`src/sv/windowed_base_mismatch_scorer_defines.svh`:
```
// Assertion macros used by the scorer datapath module.
`ifndef WINDOWED_BASE_MISMATCH_SCORER_DEFINES_SVH
`define WINDOWED_BASE_MISMATCH_SCORER_DEFINES_SVH

// The expression must hold at every clock edge outside reset.
`define WBMS_ASSERT_ALWAYS(label, expr, msg) \
    label: assert property (@(posedge aclk) disable iff (!aresetn) (expr)) \
        else $error(msg);

// When the antecedent holds, the consequent must hold in the next cycle.
`define WBMS_ASSERT_NEXT(label, ante, cons, msg) \
    label: assert property (@(posedge aclk) disable iff (!aresetn) (ante) |=> (cons)) \
        else $error(msg);

`endif

```
`src/sv/wbms_pkg.sv`:
```
`default_nettype none

package wbms_pkg;

    localparam int WINDOW_MAX  = 256;
    localparam int HIST_AW     = $clog2(WINDOW_MAX);
    localparam int WIN_W       = $clog2(WINDOW_MAX + 1);

    localparam int BASE_W      = 8;
    localparam int LEN_W       = 16;
    localparam int WLEN_W      = 9;
    localparam int FRAC_W      = 16;
    localparam int SCORE_W     = 14;
    localparam int WORST_W     = 9;
    localparam int POS_W       = 16;

    localparam int S_TDATA_W   = 32;
    localparam int M_TDATA_W   = 40;
    localparam int M_PAD_W     = M_TDATA_W - (SCORE_W + WORST_W + POS_W);

    localparam int CFG_IDX_W   = 2;
    localparam int CFG_DATA_W  = 16;

    localparam logic [CFG_IDX_W-1:0] CFG_WINDOW_LEN     = 2'd0;
    localparam logic [CFG_IDX_W-1:0] CFG_MAX_FRAC       = 2'd1;
    localparam logic [CFG_IDX_W-1:0] CFG_IGNORE_UNKNOWN = 2'd2;

    localparam logic [WLEN_W-1:0] WINDOW_LEN_RESET = 9'd30;
    localparam logic [FRAC_W-1:0] MAX_FRAC_RESET   = 16'd16384;

    localparam int MIN_READ_LEN = 3;
    localparam int FRAC_ROUND   = 1 << (FRAC_W - 1);

    localparam int SCORE_SCALE  = 10000;
    localparam int DIVIDEND_W   = 22;
    localparam int DIV_STEPS    = DIVIDEND_W;
    localparam int DIV_CNT_W    = $clog2(DIV_STEPS);
    localparam logic [DIV_CNT_W-1:0] DIV_LAST = DIV_CNT_W'(DIV_STEPS - 1);

    typedef logic [2:0] base_code_t;

    localparam base_code_t CODE_NONE = 3'd0;
    localparam base_code_t CODE_A    = 3'd1;
    localparam base_code_t CODE_C    = 3'd2;
    localparam base_code_t CODE_G    = 3'd3;
    localparam base_code_t CODE_T    = 3'd4;
    localparam base_code_t CODE_GAP  = 3'd5;

    typedef enum logic [2:0] {
        ST_IDLE,
        ST_READ,
        ST_UPDATE,
        ST_SCALE,
        ST_DIVIDE,
        ST_EMIT
    } state_t;

    typedef struct packed {
        logic accept;
        logic read;
        logic update;
        logic scale;
        logic div_step;
        logic emit;
    } cmd_t;

    typedef struct packed {
        logic exhausted;
        logic done;
        logic hit;
        logic out_free;
    } sts_t;

    function automatic base_code_t base_code(input logic [BASE_W-1:0] ch);
        base_code_t code;
        unique case (ch)
            8'h41, 8'h61:               code = CODE_A;
            8'h43, 8'h63:               code = CODE_C;
            8'h47, 8'h67:               code = CODE_G;
            8'h54, 8'h74, 8'h55, 8'h75: code = CODE_T;
            8'h2A, 8'h2C, 8'h2D:        code = CODE_GAP;
            default:                    code = CODE_NONE;
        endcase
        return code;
    endfunction

endpackage

`default_nettype wire

```
`src/sv/wbms_ctrl.sv`:
```
`default_nettype none

module wbms_ctrl (
    input  logic             aclk,
    input  logic             aresetn,
    input  logic             s_tvalid,
    output logic             s_tready,
    input  wbms_pkg::sts_t   sts,
    output wbms_pkg::cmd_t   cmd
);
    import wbms_pkg::*;

    state_t                 state_reg;
    state_t                 state_next;
    logic [DIV_CNT_W-1:0]   div_cnt_reg;
    logic [DIV_CNT_W-1:0]   div_cnt_next;

    always_ff @(posedge aclk) begin
        if (!aresetn) begin
            state_reg   <= ST_IDLE;
            div_cnt_reg <= '0;
        end else begin
            state_reg   <= state_next;
            div_cnt_reg <= div_cnt_next;
        end
    end

    always_comb begin
        state_next = state_reg;
        unique case (state_reg)
            ST_IDLE: begin
                if (s_tvalid) begin
                    state_next = ST_READ;
                end
            end
            ST_READ: begin
                state_next = sts.exhausted ? ST_IDLE : ST_UPDATE;
            end
            ST_UPDATE: begin
                state_next = sts.done ? ST_SCALE : ST_IDLE;
            end
            ST_SCALE: begin
                state_next = sts.hit ? ST_DIVIDE : ST_EMIT;
            end
            ST_DIVIDE: begin
                if (div_cnt_reg == DIV_LAST) begin
                    state_next = ST_EMIT;
                end
            end
            ST_EMIT: begin
                if (sts.out_free) begin
                    state_next = ST_IDLE;
                end
            end
            default: begin
                state_next = ST_IDLE;
            end
        endcase
    end

    always_comb begin
        s_tready     = 1'b0;
        cmd          = '0;
        div_cnt_next = '0;
        unique case (state_reg)
            ST_IDLE: begin
                s_tready   = 1'b1;
                cmd.accept = s_tvalid;
            end
            ST_READ: begin
                cmd.read = 1'b1;
            end
            ST_UPDATE: begin
                cmd.update = 1'b1;
            end
            ST_SCALE: begin
                cmd.scale = 1'b1;
            end
            ST_DIVIDE: begin
                cmd.div_step = 1'b1;
                if (div_cnt_reg != DIV_LAST) begin
                    div_cnt_next = div_cnt_reg + 1'b1;
                end
            end
            ST_EMIT: begin
                cmd.emit = sts.out_free;
            end
            default: begin
                s_tready = 1'b0;
            end
        endcase
    end

endmodule

`default_nettype wire

```
`src/sv/wbms_dpath.sv`:
```
`default_nettype none

`include "windowed_base_mismatch_scorer_defines.svh"

module wbms_dpath (
    input  logic                             aclk,
    input  logic                             aresetn,
    input  logic [wbms_pkg::S_TDATA_W-1:0]   s_tdata,
    input  logic                             s_tuser,
    input  logic                             cfg_wr,
    input  logic [wbms_pkg::CFG_IDX_W-1:0]   cfg_index,
    input  logic [wbms_pkg::CFG_DATA_W-1:0]  cfg_data,
    input  wbms_pkg::cmd_t                   cmd,
    output wbms_pkg::sts_t                   sts,
    output logic                             m_tvalid,
    input  logic                             m_tready,
    output logic [wbms_pkg::M_TDATA_W-1:0]   m_tdata,
    output logic                             m_tuser
);
    import wbms_pkg::*;

    logic [WLEN_W-1:0]      window_len_reg;
    logic [FRAC_W-1:0]      max_frac_reg;
    logic                   ignore_reg;

    logic [BASE_W-1:0]      read_base_reg;
    logic [BASE_W-1:0]      ref_base_reg;
    logic                   first_reg;

    logic [WIN_W-1:0]       win_reg;
    logic [LEN_W-1:0]       expected_reg;
    logic [LEN_W-1:0]       seen_reg;
    logic [WIN_W-1:0]       count_reg;
    logic [WIN_W-1:0]       worst_reg;
    logic [POS_W-1:0]       pos_reg;
    logic                   hit_reg;

    logic                   hist_mem [WINDOW_MAX];
    logic                   hist_q_reg;

    logic [DIVIDEND_W-1:0]  dq_reg;
    logic [WIN_W-1:0]       rem_reg;

    logic                   out_valid_reg;
    logic [SCORE_W-1:0]     score_reg;
    logic                   flagged_reg;
    logic [WORST_W-1:0]     worst_count_reg;
    logic [POS_W-1:0]       worst_end_reg;

    logic [BASE_W-1:0]      in_read_base;
    logic [BASE_W-1:0]      in_ref_base;
    logic [LEN_W-1:0]       in_read_len;
    logic [WIN_W-1:0]       win_sat;
    logic [WIN_W-1:0]       win_eff;
    logic [FRAC_W+WIN_W:0]  thr_sum;
    logic [WIN_W-1:0]       thr;
    logic                   win_nz;
    base_code_t             read_code;
    base_code_t             ref_code;
    logic                   miss;
    logic                   drop_old;
    logic [WIN_W-1:0]       count_new;
    logic [LEN_W-1:0]       seen_n1;
    logic                   new_worst;
    logic [HIST_AW-1:0]     rd_addr;
    logic [HIST_AW-1:0]     wr_addr;
    logic [DIVIDEND_W-1:0]  scaled;
    logic [WIN_W:0]         rem_sh;
    logic                   div_ge;

    assign in_read_base = s_tdata[BASE_W-1:0];
    assign in_ref_base  = s_tdata[2*BASE_W-1:BASE_W];
    assign in_read_len  = s_tdata[2*BASE_W+LEN_W-1:2*BASE_W];

    always_comb begin
        priority if (window_len_reg == '0) begin
            win_sat = WIN_W'(1);
        end else if (32'(window_len_reg) > WINDOW_MAX) begin
            win_sat = WIN_W'(WINDOW_MAX);
        end else begin
            win_sat = WIN_W'(window_len_reg);
        end
        priority if (in_read_len < LEN_W'(MIN_READ_LEN)) begin
            win_eff = '0;
        end else if ((in_read_len - LEN_W'(2)) < LEN_W'(win_sat)) begin
            win_eff = WIN_W'(in_read_len - LEN_W'(2));
        end else begin
            win_eff = win_sat;
        end
    end

    assign thr_sum = (FRAC_W+WIN_W+1)'(max_frac_reg) * (FRAC_W+WIN_W+1)'(win_reg)
                   + (FRAC_W+WIN_W+1)'(FRAC_ROUND);
    assign thr     = thr_sum[FRAC_W+WIN_W-1:FRAC_W];

    assign win_nz    = (win_reg != '0);
    assign read_code = base_code(read_base_reg);
    assign ref_code  = base_code(ref_base_reg);
    assign miss      = ignore_reg ? ((read_code != CODE_NONE) && (read_code != ref_code))
                                  : (read_code != ref_code);

    assign drop_old  = win_nz && (seen_reg >= LEN_W'(win_reg)) && hist_q_reg;
    assign count_new = count_reg - WIN_W'(drop_old) + WIN_W'(miss);
    assign seen_n1   = seen_reg + LEN_W'(1);
    assign new_worst = win_nz && (seen_n1 >= LEN_W'(win_reg)) && (count_new >= worst_reg);

    assign rd_addr = seen_reg[HIST_AW-1:0] - win_reg[HIST_AW-1:0];
    assign wr_addr = seen_reg[HIST_AW-1:0];

    assign scaled = DIVIDEND_W'(DIVIDEND_W'(worst_reg) * DIVIDEND_W'(SCORE_SCALE));
    assign rem_sh = {rem_reg, dq_reg[DIVIDEND_W-1]};
    assign div_ge = (rem_sh >= {1'b0, win_reg});

    always_ff @(posedge aclk) begin
        if (!aresetn) begin
            window_len_reg <= WINDOW_LEN_RESET;
            max_frac_reg   <= MAX_FRAC_RESET;
            ignore_reg     <= 1'b0;
        end else if (cfg_wr) begin
            unique case (cfg_index)
                CFG_WINDOW_LEN:     window_len_reg <= cfg_data[WLEN_W-1:0];
                CFG_MAX_FRAC:       max_frac_reg   <= cfg_data[FRAC_W-1:0];
                CFG_IGNORE_UNKNOWN: ignore_reg     <= cfg_data[0];
                default:            ignore_reg     <= ignore_reg;
            endcase
        end
    end

    always_ff @(posedge aclk) begin
        if (cmd.accept) begin
            read_base_reg <= in_read_base;
            ref_base_reg  <= in_ref_base;
        end
        if (cmd.scale) begin
            dq_reg  <= scaled;
            rem_reg <= '0;
        end else if (cmd.div_step) begin
            dq_reg  <= {dq_reg[DIVIDEND_W-2:0], div_ge};
            rem_reg <= div_ge ? WIN_W'(rem_sh - {1'b0, win_reg}) : rem_sh[WIN_W-1:0];
        end
        if (cmd.emit) begin
            score_reg       <= hit_reg ? dq_reg[SCORE_W-1:0] : '0;
            flagged_reg     <= hit_reg;
            worst_count_reg <= hit_reg ? WORST_W'(worst_reg) : '0;
            worst_end_reg   <= hit_reg ? pos_reg : '0;
        end
    end

    always_ff @(posedge aclk) begin
        if (!aresetn) begin
            first_reg    <= 1'b0;
            win_reg      <= '0;
            expected_reg <= '0;
            seen_reg     <= '0;
            count_reg    <= '0;
            worst_reg    <= '0;
            pos_reg      <= '0;
            hit_reg      <= 1'b0;
        end else begin
            if (cmd.accept) begin
                first_reg <= s_tuser;
                if (s_tuser) begin
                    win_reg      <= win_eff;
                    expected_reg <= in_read_len;
                    seen_reg     <= '0;
                    count_reg    <= '0;
                    pos_reg      <= '0;
                    hit_reg      <= 1'b0;
                end
            end
            if (cmd.read && first_reg) begin
                worst_reg <= thr;
            end
            if (cmd.update) begin
                seen_reg <= seen_n1;
                if (win_nz) begin
                    count_reg <= count_new;
                end
                if (new_worst) begin
                    worst_reg <= count_new;
                    pos_reg   <= seen_n1;
                    hit_reg   <= 1'b1;
                end
            end
        end
    end

    always_ff @(posedge aclk) begin
        if (cmd.update && win_nz) begin
            hist_mem[wr_addr] <= miss;
        end
        if (cmd.read) begin
            hist_q_reg <= hist_mem[rd_addr];
        end
    end

    always_ff @(posedge aclk) begin
        if (!aresetn) begin
            out_valid_reg <= 1'b0;
        end else if (cmd.emit) begin
            out_valid_reg <= 1'b1;
        end else if (m_tready) begin
            out_valid_reg <= 1'b0;
        end
    end

    assign sts.exhausted = (seen_reg >= expected_reg);
    assign sts.done      = (seen_n1 == expected_reg);
    assign sts.hit       = hit_reg;
    assign sts.out_free  = !out_valid_reg || m_tready;

    assign m_tvalid = out_valid_reg;
    assign m_tdata  = {{M_PAD_W{1'b0}}, worst_end_reg, worst_count_reg, score_reg};
    assign m_tuser  = flagged_reg;

    `WBMS_ASSERT_ALWAYS(a_count_in_window, count_reg <= win_reg, "window count exceeds window")
    `WBMS_ASSERT_ALWAYS(a_hit_needs_window, !hit_reg || win_nz, "hit recorded with empty window")
    `WBMS_ASSERT_NEXT(a_emit_shows_result, cmd.emit, out_valid_reg, "emitted result not valid")

endmodule

`default_nettype wire

```
`src/sv/windowed_base_mismatch_scorer.sv`:
```
// Each base pair passes through acceptance, history memory read and window update.
// On a read's last base the result is scaled and, when a window reached the threshold,
// divided by the 22-step shift-subtract score divider before it is emitted.
// The next item is accepted while a finished result waits in the output register.
// aresetn is synchronous and active low; it restores the register defaults and clears
// all control state; the history memory needs no clearing pass.
`default_nettype none

module windowed_base_mismatch_scorer (
    input  logic                             aclk,
    input  logic                             aresetn,
    input  logic                             s_tvalid,
    output logic                             s_tready,
    // read_base[7:0], ref_base[15:8], read_len[31:16]
    input  logic [wbms_pkg::S_TDATA_W-1:0]   s_tdata,
    // first_base[0]
    input  logic                             s_tuser,
    output logic                             m_tvalid,
    input  logic                             m_tready,
    // score[13:0], worst_count[22:14], worst_end[38:23], zero[39]
    output logic [wbms_pkg::M_TDATA_W-1:0]   m_tdata,
    // flagged[0]
    output logic                             m_tuser,
    input  logic                             cfg_valid,
    output logic                             cfg_ready,
    input  logic [wbms_pkg::CFG_IDX_W-1:0]   cfg_index,
    input  logic [wbms_pkg::CFG_DATA_W-1:0]  cfg_data
);
    import wbms_pkg::*;

    cmd_t cmd;
    sts_t sts;
    logic cfg_wr;

    assign cfg_ready = 1'b1;
    assign cfg_wr    = cfg_valid && cfg_ready;

    wbms_ctrl u_ctrl (
        .aclk     (aclk),
        .aresetn  (aresetn),
        .s_tvalid (s_tvalid),
        .s_tready (s_tready),
        .sts      (sts),
        .cmd      (cmd)
    );

    wbms_dpath u_dpath (
        .aclk      (aclk),
        .aresetn   (aresetn),
        .s_tdata   (s_tdata),
        .s_tuser   (s_tuser),
        .cfg_wr    (cfg_wr),
        .cfg_index (cfg_index),
        .cfg_data  (cfg_data),
        .cmd       (cmd),
        .sts       (sts),
        .m_tvalid  (m_tvalid),
        .m_tready  (m_tready),
        .m_tdata   (m_tdata),
        .m_tuser   (m_tuser)
    );

endmodule

`default_nettype wire

```
`config.mk`:
```
export PLATFORM = sky130hd
export DESIGN_NAME = windowed_base_mismatch_scorer
export DESIGN_NICKNAME = d
export VERILOG_FILES = /design/src/sv/wbms_pkg.sv /design/src/sv/wbms_ctrl.sv /design/src/sv/wbms_dpath.sv /design/src/sv/windowed_base_mismatch_scorer.sv
export VERILOG_INCLUDE_DIRS = /design/src /design/src/sv
export SDC_FILE = /design/constraint.sdc
export NUM_CORES = 1
export LEC_CHECK = 0
export BUFFER_PORTS_ARGS = -buffer_cell sky130_fd_sc_hd__buf_4
export CAP_MARGIN = 5
export CORE_MARGIN = 5
export CORE_UTILIZATION = 55
export DETAILED_ROUTE_END_ITERATION = 7
export PLACE_DENSITY = 0.78
export SLEW_MARGIN = 20
export SYNTH_ARGS = -nofsm -noshare
export SYNTH_HDL_FRONTEND = slang
export SYNTH_SLANG_ARGS = --single-unit
export TNS_END_PERCENT = 30
```
`constraint.sdc`:
```
create_clock -name aclk -period 8.2 [get_ports aclk]
set_input_delay 0.82 -clock aclk [delete_from_list [all_inputs] [get_ports aclk]]
set_output_delay 0.82 -clock aclk [all_outputs]
set_load 0.02 [all_outputs]
```
==> impl_metrics.toml, run 1 <==
[layout]
area_growth_pct = 10.01
fillCellCount = 3762
fin_nets = 2892
drive_gt1_share_pct = 11.51
layout_commonest_cell = "edfxtp_1"
mostFrequentLayoutCells = "edfxtp_1, nor2_1, nand2_1"
n_antenna_cell = 0
final_cells = 3244
largest_reg_flops = 256

[timing]
finalMaxSlewViolations = 0
period_share_pct = 82.47
finalSetupTns_ns = 0
setup_viol = 0
finalClockSkew_ns = 0.04594
grt_setup_unrepaired = "no"
relSlewSlack_pct = 29.95
layout_min_cycle_time_ns = 6.763
hold_viol_final = 0
fmax_mhz = 147.9
worst_pin_slew_ns = 1.046

[place]
dp_hpwl_um = 42640
numPortBuffers = 97
dp_cells = 3152
finalWeightedCongestion = 0.9192

[clock_network]
htreeDepth = 2
path_clk_slew_ns = 0.07
cts_buffers = 48
ctsHoldBuffers = 0
cts_sinks = 456
insertion_delay_ns = 0.62
cts_resized = 0
cts_buffer_depth = 3
cts_tree = "done"
cts_setup_buffers = 0
root_buffer = "clkbuf_16"

[worst_setup_path]
r2r_cells = 27
critPathRequiredTime_ns = 8.67
r2r-end = "u_dpath.worst_reg[2]"
critPathMaxStageDelay_ns = 0.41
critPathSlowestCell = "dfxtp_1"
cp.buffers_inverters = 4
cp-start-kind = "flip-flop"
crit_type = "reg -> reg"
cp.arrival_ns = 7.23
critPathMaxFanout = 26
rr_startpoint = "u_dpath.seen_reg[0]"
worst-r2r-setup-slack_ns = 1.44
endpoint_kind = "flip-flop"
cpLargestDelayFamily = "compound AO/OA/AOI/OAI gates"

[pwr]
leakage_nw = 11.83
ir_drop_mv = 0.1659
finalPower_w = 0.005762
p_per_area_nw_per_um2 = 190.7

[die]
start_util_pct = 55.87
fp-row-count = 81
fp.dieW_um = 233.4
io_pins = 100
core-area_um2 = 49150
fp.dieArea_um2 = 54500
die_y_um = 233.4

[detailed_routing]
wire_per_inst_um = 19.45
dr.first_iter.drc_count = 1786
vias = 18900
drc = 0
drtAntennaViolNets = 0
first_pass_iters = 6
drt-total-wl_um = 63110
avgViaCountPerCell = 5.826

[min_path]
hold_end = "u_dpath.read_base_reg[3]"
hold_start = "s_tdata[3]"
hp-class = "in -> reg"
whs_path_depth = 1

[yosys]
yosysUniqueCellTypes = 80
ys.warnings.count = 0
synth-edff-count = 331
yosys.area.top_type = "edfxtp_1"
synth_top_area_share_pct = 36.20
synthArstFlopShare_pct = 0
yosysSeqAreaShare_pct = 45.31
synth-seq-cells = 456
ys_top_cells_by_area = "edfxtp_1, dfxtp_1, fa_1"
syn_nets = 2861
syn_area_um2 = 27460
synthCells = 2509
synth_area_per_cell_um2 = 10.94
ys.flop_type = "edfxtp_1"

[global_route]
grt_max_degree = 112
first_global_vias = 19503
antenna_found_initial = 0
grt_overflow = 0
groute.usage.overall_pct = 23.42
grt_pass1_wl_um = 102300

[flow_run]
drv_cap = 0

[outcome]
status = "complete, no violations"
-- where the power goes --
part,internal [W],switching [W]
clock,0.00117,0.000940
sequential,0.00256,0.0000628
combinational,0.000440,0.000580
-- cell usage after synthesis, types with 5 or more instances --
cell and number:
a22o_1 18, a21oi_1 59, o211a_1 6, o21ai_0 55, xor2_1 23, and3_1 9
a21boi_0 49, inv_1 208, o21a_1 9, and2_1 111, nor2_1 318, o21bai_1 5
nand3_1 47, ha_1 179, mux4_2 79, nor3_1 36, buf_4 8, nor3b_1 7
buf_1 10, a21o_1 15, buf_2 14, a31oi_1 6, edfxtp_1 331, mux2i_1 37
a211oi_1 5, xnor2_1 52, nand2_1 308, fa_1 117, nor2b_1 31, clkbuf_1 104
dfxtp_1 125, nand4_1 21, nand2b_1 13, nor4_1 13
-- kinds of logic (layout without fill, tap and decap cells) --
group | count (synthesis) | in the layout | synth area share, %
adder cells (fa/ha/maj) | 296 | 296 | 16.69
other | 2 | 2 | 0.02735
AO/OA/AOI/OAI | 267 | 267 | 6.616
buffers and inverters | 348 | 419 | 5.012
flip-flops | 456 | 456 | 45.31
AND/OR/NAND/NOR | 942 | 942 | 15.73
multiplexers | 119 | 119 | 7.951
XOR/XNOR | 79 | 79 | 2.670
-- layout make-up --
class | instances | area (µm²) | area share (%)
well taps | 664 | 830.8 | 2.750
clock buffers | 60 | 1299 | 4.299
inverters | 209 | 784.5 | 2.597
repair buffers | 120 | 920.9 | 3.048
multi-input cells | 1705 | 13670 | 45.26
flip-flops and latches | 456 | 12440 | 41.18
clock inverters | 30 | 260.3 | 0.8615
-- metal layers --
metal / routed length [µm] / track usage, % / vias to the layer above
li1: - / - / 8687
met1: 25700 / 32.11 / 9336
met2: 30400 / 38.82 / 761
met3: 5410 / 3.877 / 116
met4: 1593 / 7.066 / 0
met5: 0 / 0 / -
-- worst max-delay path by stage --
stage,from,endpoint,cells after the start
final,u_dpath.seen_reg[0],u_dpath.worst_reg[2],27
after global routing,u_dpath.seen_reg[0],u_dpath.worst_reg[2],27
after CTS,u_dpath.seen_reg[0],u_dpath.worst_reg[2],27
after detailed placement,u_dpath.seen_reg[0],u_dpath.pos_reg[2],28
after floorplan,u_dpath.ref_base_reg[4],u_dpath.worst_reg[2],21
after global placement,u_dpath.seen_reg[0],u_dpath.worst_reg[2],27
-- through the flow --
stage                     hold WS [ns]  setup slack, ns  utilization (%)  cell area, µm²
final                           0.3936            1.437            61.46           30210
after CTS                       0.3562            1.479            61.39           30170
after detailed placement        0.4611            1.550            58.22           28610
after global routing            0.3693            1.056            61.46           30210
after global placement          0.4467            1.764            58.22           28610
after floorplan                 0.4334           0.2402                -           27460
No activity file was read; power rests on OpenSTA's default activity.
==> run 2, diff against run 1 <==
- ABC_AREA: not set -> 1
- clock period: 8.2 -> 5.9 ns (I/O delays scaled with it)
==> impl_metrics.toml, run 2 <==
[timing]
worst_pin_slew_ns = 1.214
finalClockSkew_ns = 0.04170
fmax_mhz = 180.4
layout_min_cycle_time_ns = 5.544
hold_viol_final = 0
hold_ws_ns = 0.1586
grt_setup_unrepaired = "no"
finalSetupTns_ns = 0
setup_viol = 0
period_share_pct = 93.97
relSlewSlack_pct = 18.82
finalMaxSlewViolations = 0
worst_slack_ns = 0.3560

[layout]
fillCellCount = 4243
n_antenna_cell = 0
mostFrequentLayoutCells = "nor2_1, nand2_1, inv_1"
area_growth_pct = 10.46
layout_commonest_cell = "nor2_1"
fin_nets = 3601
largest_reg_flops = 256
final_area_um2 = 30800
multi_input_area_um2 = 13280
final_cells = 3962
drive_gt1_share_pct = 7.538
seq_area_um2 = 12440

[place]
place_area_um2 = 29190
dp_cells = 3865
pre_cts_slack_ns = 0.02834
finalWeightedCongestion = 0.9438
dp_hpwl_um = 46390
numPortBuffers = 97

[clock_network]
insertion_delay_ns = 0.62
cts_buffer_depth = 3
cts_buffers = 49
htreeDepth = 2
cts_sinks = 456
cts_tree = "done"
path_clk_slew_ns = 0.06
root_buffer = "clkbuf_16"

[flow_run]
drv_cap = 0

[yosys]
ys_top_cells_by_area = "edfxtp_1, dfxtp_1, fa_1"
yosysSeqAreaShare_pct = 44.61
ys.flop_type = "edfxtp_1"
yosysUniqueCellTypes = 53
synth_top_area_share_pct = 35.64
synth_area_per_cell_um2 = 8.677
yosys.area.top_type = "edfxtp_1"
synthCells = 3214
syn_area_um2 = 27890
ys.warnings.count = 0
synth.most_common_cell = "nor2_1"
syn_nets = 3566
synthArstFlopShare_pct = 0
synth-edff-count = 331
netlist_top_cells_count = "nor2_1, nand2_1, inv_1, edfxtp_1, o21ai_0"
synth-seq-cells = 456

[die]
core-area_um2 = 50170
io_pins = 100
fp-row-count = 82
die_y_um = 235.2
fp.dieW_um = 235.2
fp.dieArea_um2 = 55310
start_util_pct = 55.59

[global_route]
antenna_found_initial = 0
grt_pass1_wl_um = 110800
groute.usage.overall_pct = 24.41
grt_max_degree = 255
grt_overflow = 0
first_global_vias = 21559

[detailed_routing]
vias = 22248
avgViaCountPerCell = 5.615
drc = 0
wire_per_inst_um = 17.64
dr.first_iter.drc_count = 2087
drtAntennaViolNets = 0
first_pass_iters = 5
drt-total-wl_um = 69910

[outcome]
status = "complete, no violations"

[pwr]
p_sw_share_pct = 30.06
pwr-share-clk_pct = 35.7
pwr-share-comb_pct = 19.8
p_per_area_nw_per_um2 = 268.7
power_switching_w = 0.002488
ir_drop_mv = 0.2380
leakage_nw = 13.51
p_int_w = 0.005789
seqPwrFrac_pct = 44.4

[worst_setup_path]
cpLargestDelayFamily = "adder cells"
critPathRequiredTime_ns = 6.34
cp_common_cell = "nand2_1"
critPathMaxFanout = 20
crit_type = "reg -> reg"
endpoint_kind = "flip-flop"
cp-start-kind = "flip-flop"
critPathMaxStageDelay_ns = 0.37
cp.buffers_inverters = 6
cp.arrival_ns = 5.98
critPathSlowestCell = "dfxtp_1"

[min_path]
hp-class = "in -> reg"
==> run 2: cell count changes after synthesis, sizes merged, moves of 50 or more <==
cell    delta
a21boi    -50
nor2     +236
o21ai    +179
nand3     +68
a21oi     +99
nand2    +244
mux4      -79
inv      +206
o22ai     +60
and2     -112
==> run 2: worst paths after layout <==
path                         start                       end  slack, ns  depth (start not counted)
max            u_dpath.seen_reg[0]        u_dpath.pos_reg[9]       0.36                         37
min                     s_tdata[5]  u_dpath.read_base_reg[5]       0.16                          1
min reg2reg  u_ctrl.div_cnt_reg[0]     u_ctrl.div_cnt_reg[0]       0.48                          1
max reg2reg    u_dpath.seen_reg[0]        u_dpath.pos_reg[9]       0.36                         37
==> run 2: per-stage QoR <==
| step | utilization, % | power (W) |
|---|---|---|
| finish | 61.40 | 0.008277 |
| global route | 61.40 | 0.008633 |
| CTS | 61.26 | 0.008265 |
| detailed placement | 58.17 | 0.005327 |
| global placement | 58.13 | 0.005299 |
| floorplan | - | 0.004883 |
==> run 2: cell type report <==
type	instances	share of cell area [%]
sequential	456	40.39
tap	672	2.729
multi-input combinational	2180	43.10
timing repair buffer	144	3.631
inverter	418	5.122
clock inverter	29	0.7677
clock buffer	63	4.265
==> run 2: kinds of logic (layout without fill, tap and decap cells) <==
| logic type | after synthesis | in the layout | synth area share (%) |
|---|---|---|---|
| buf+inv | 579 | 654 | 8.089 |
| xor+xnor | 54 | 54 | 1.696 |
| compound gates | 517 | 517 | 10.22 |
| other cells | 2 | 2 | 0.02693 |
| flops | 456 | 456 | 44.61 |
| fa+ha+maj | 296 | 296 | 16.43 |
| simple gates | 1310 | 1311 | 18.92 |
==> run 2: power by group through the flow <==
stage | clock network [W] | logic [W] | registers (W)
after global placement | 0 | 0.00156 | 0.00374
after CTS | 0.00299 | 0.00160 | 0.00367
final | 0.00296 | 0.00164 | 0.00368
after global routing | 0.00312 | 0.00182 | 0.00369
after floorplan | 0 | 0.00116 | 0.00372
after detailed placement | 0 | 0.00159 | 0.00374
==> run 2: timing repair <==
action | CTS | global route
resized for setup | 0 | 10
buffers inserted | 0 | 4
hold buffers | 0 | 0
setup endpoints to repair | 0 | 26
==> run 2: routing by layer <==
layer,part of all wire (%),wire length [µm],GRT usage (%)
met5,0,0,0
met4,2.9,2055,7.822
met2,49,34480,42.74
met1,40,28050,31.28
met3,7.6,5328,3.784
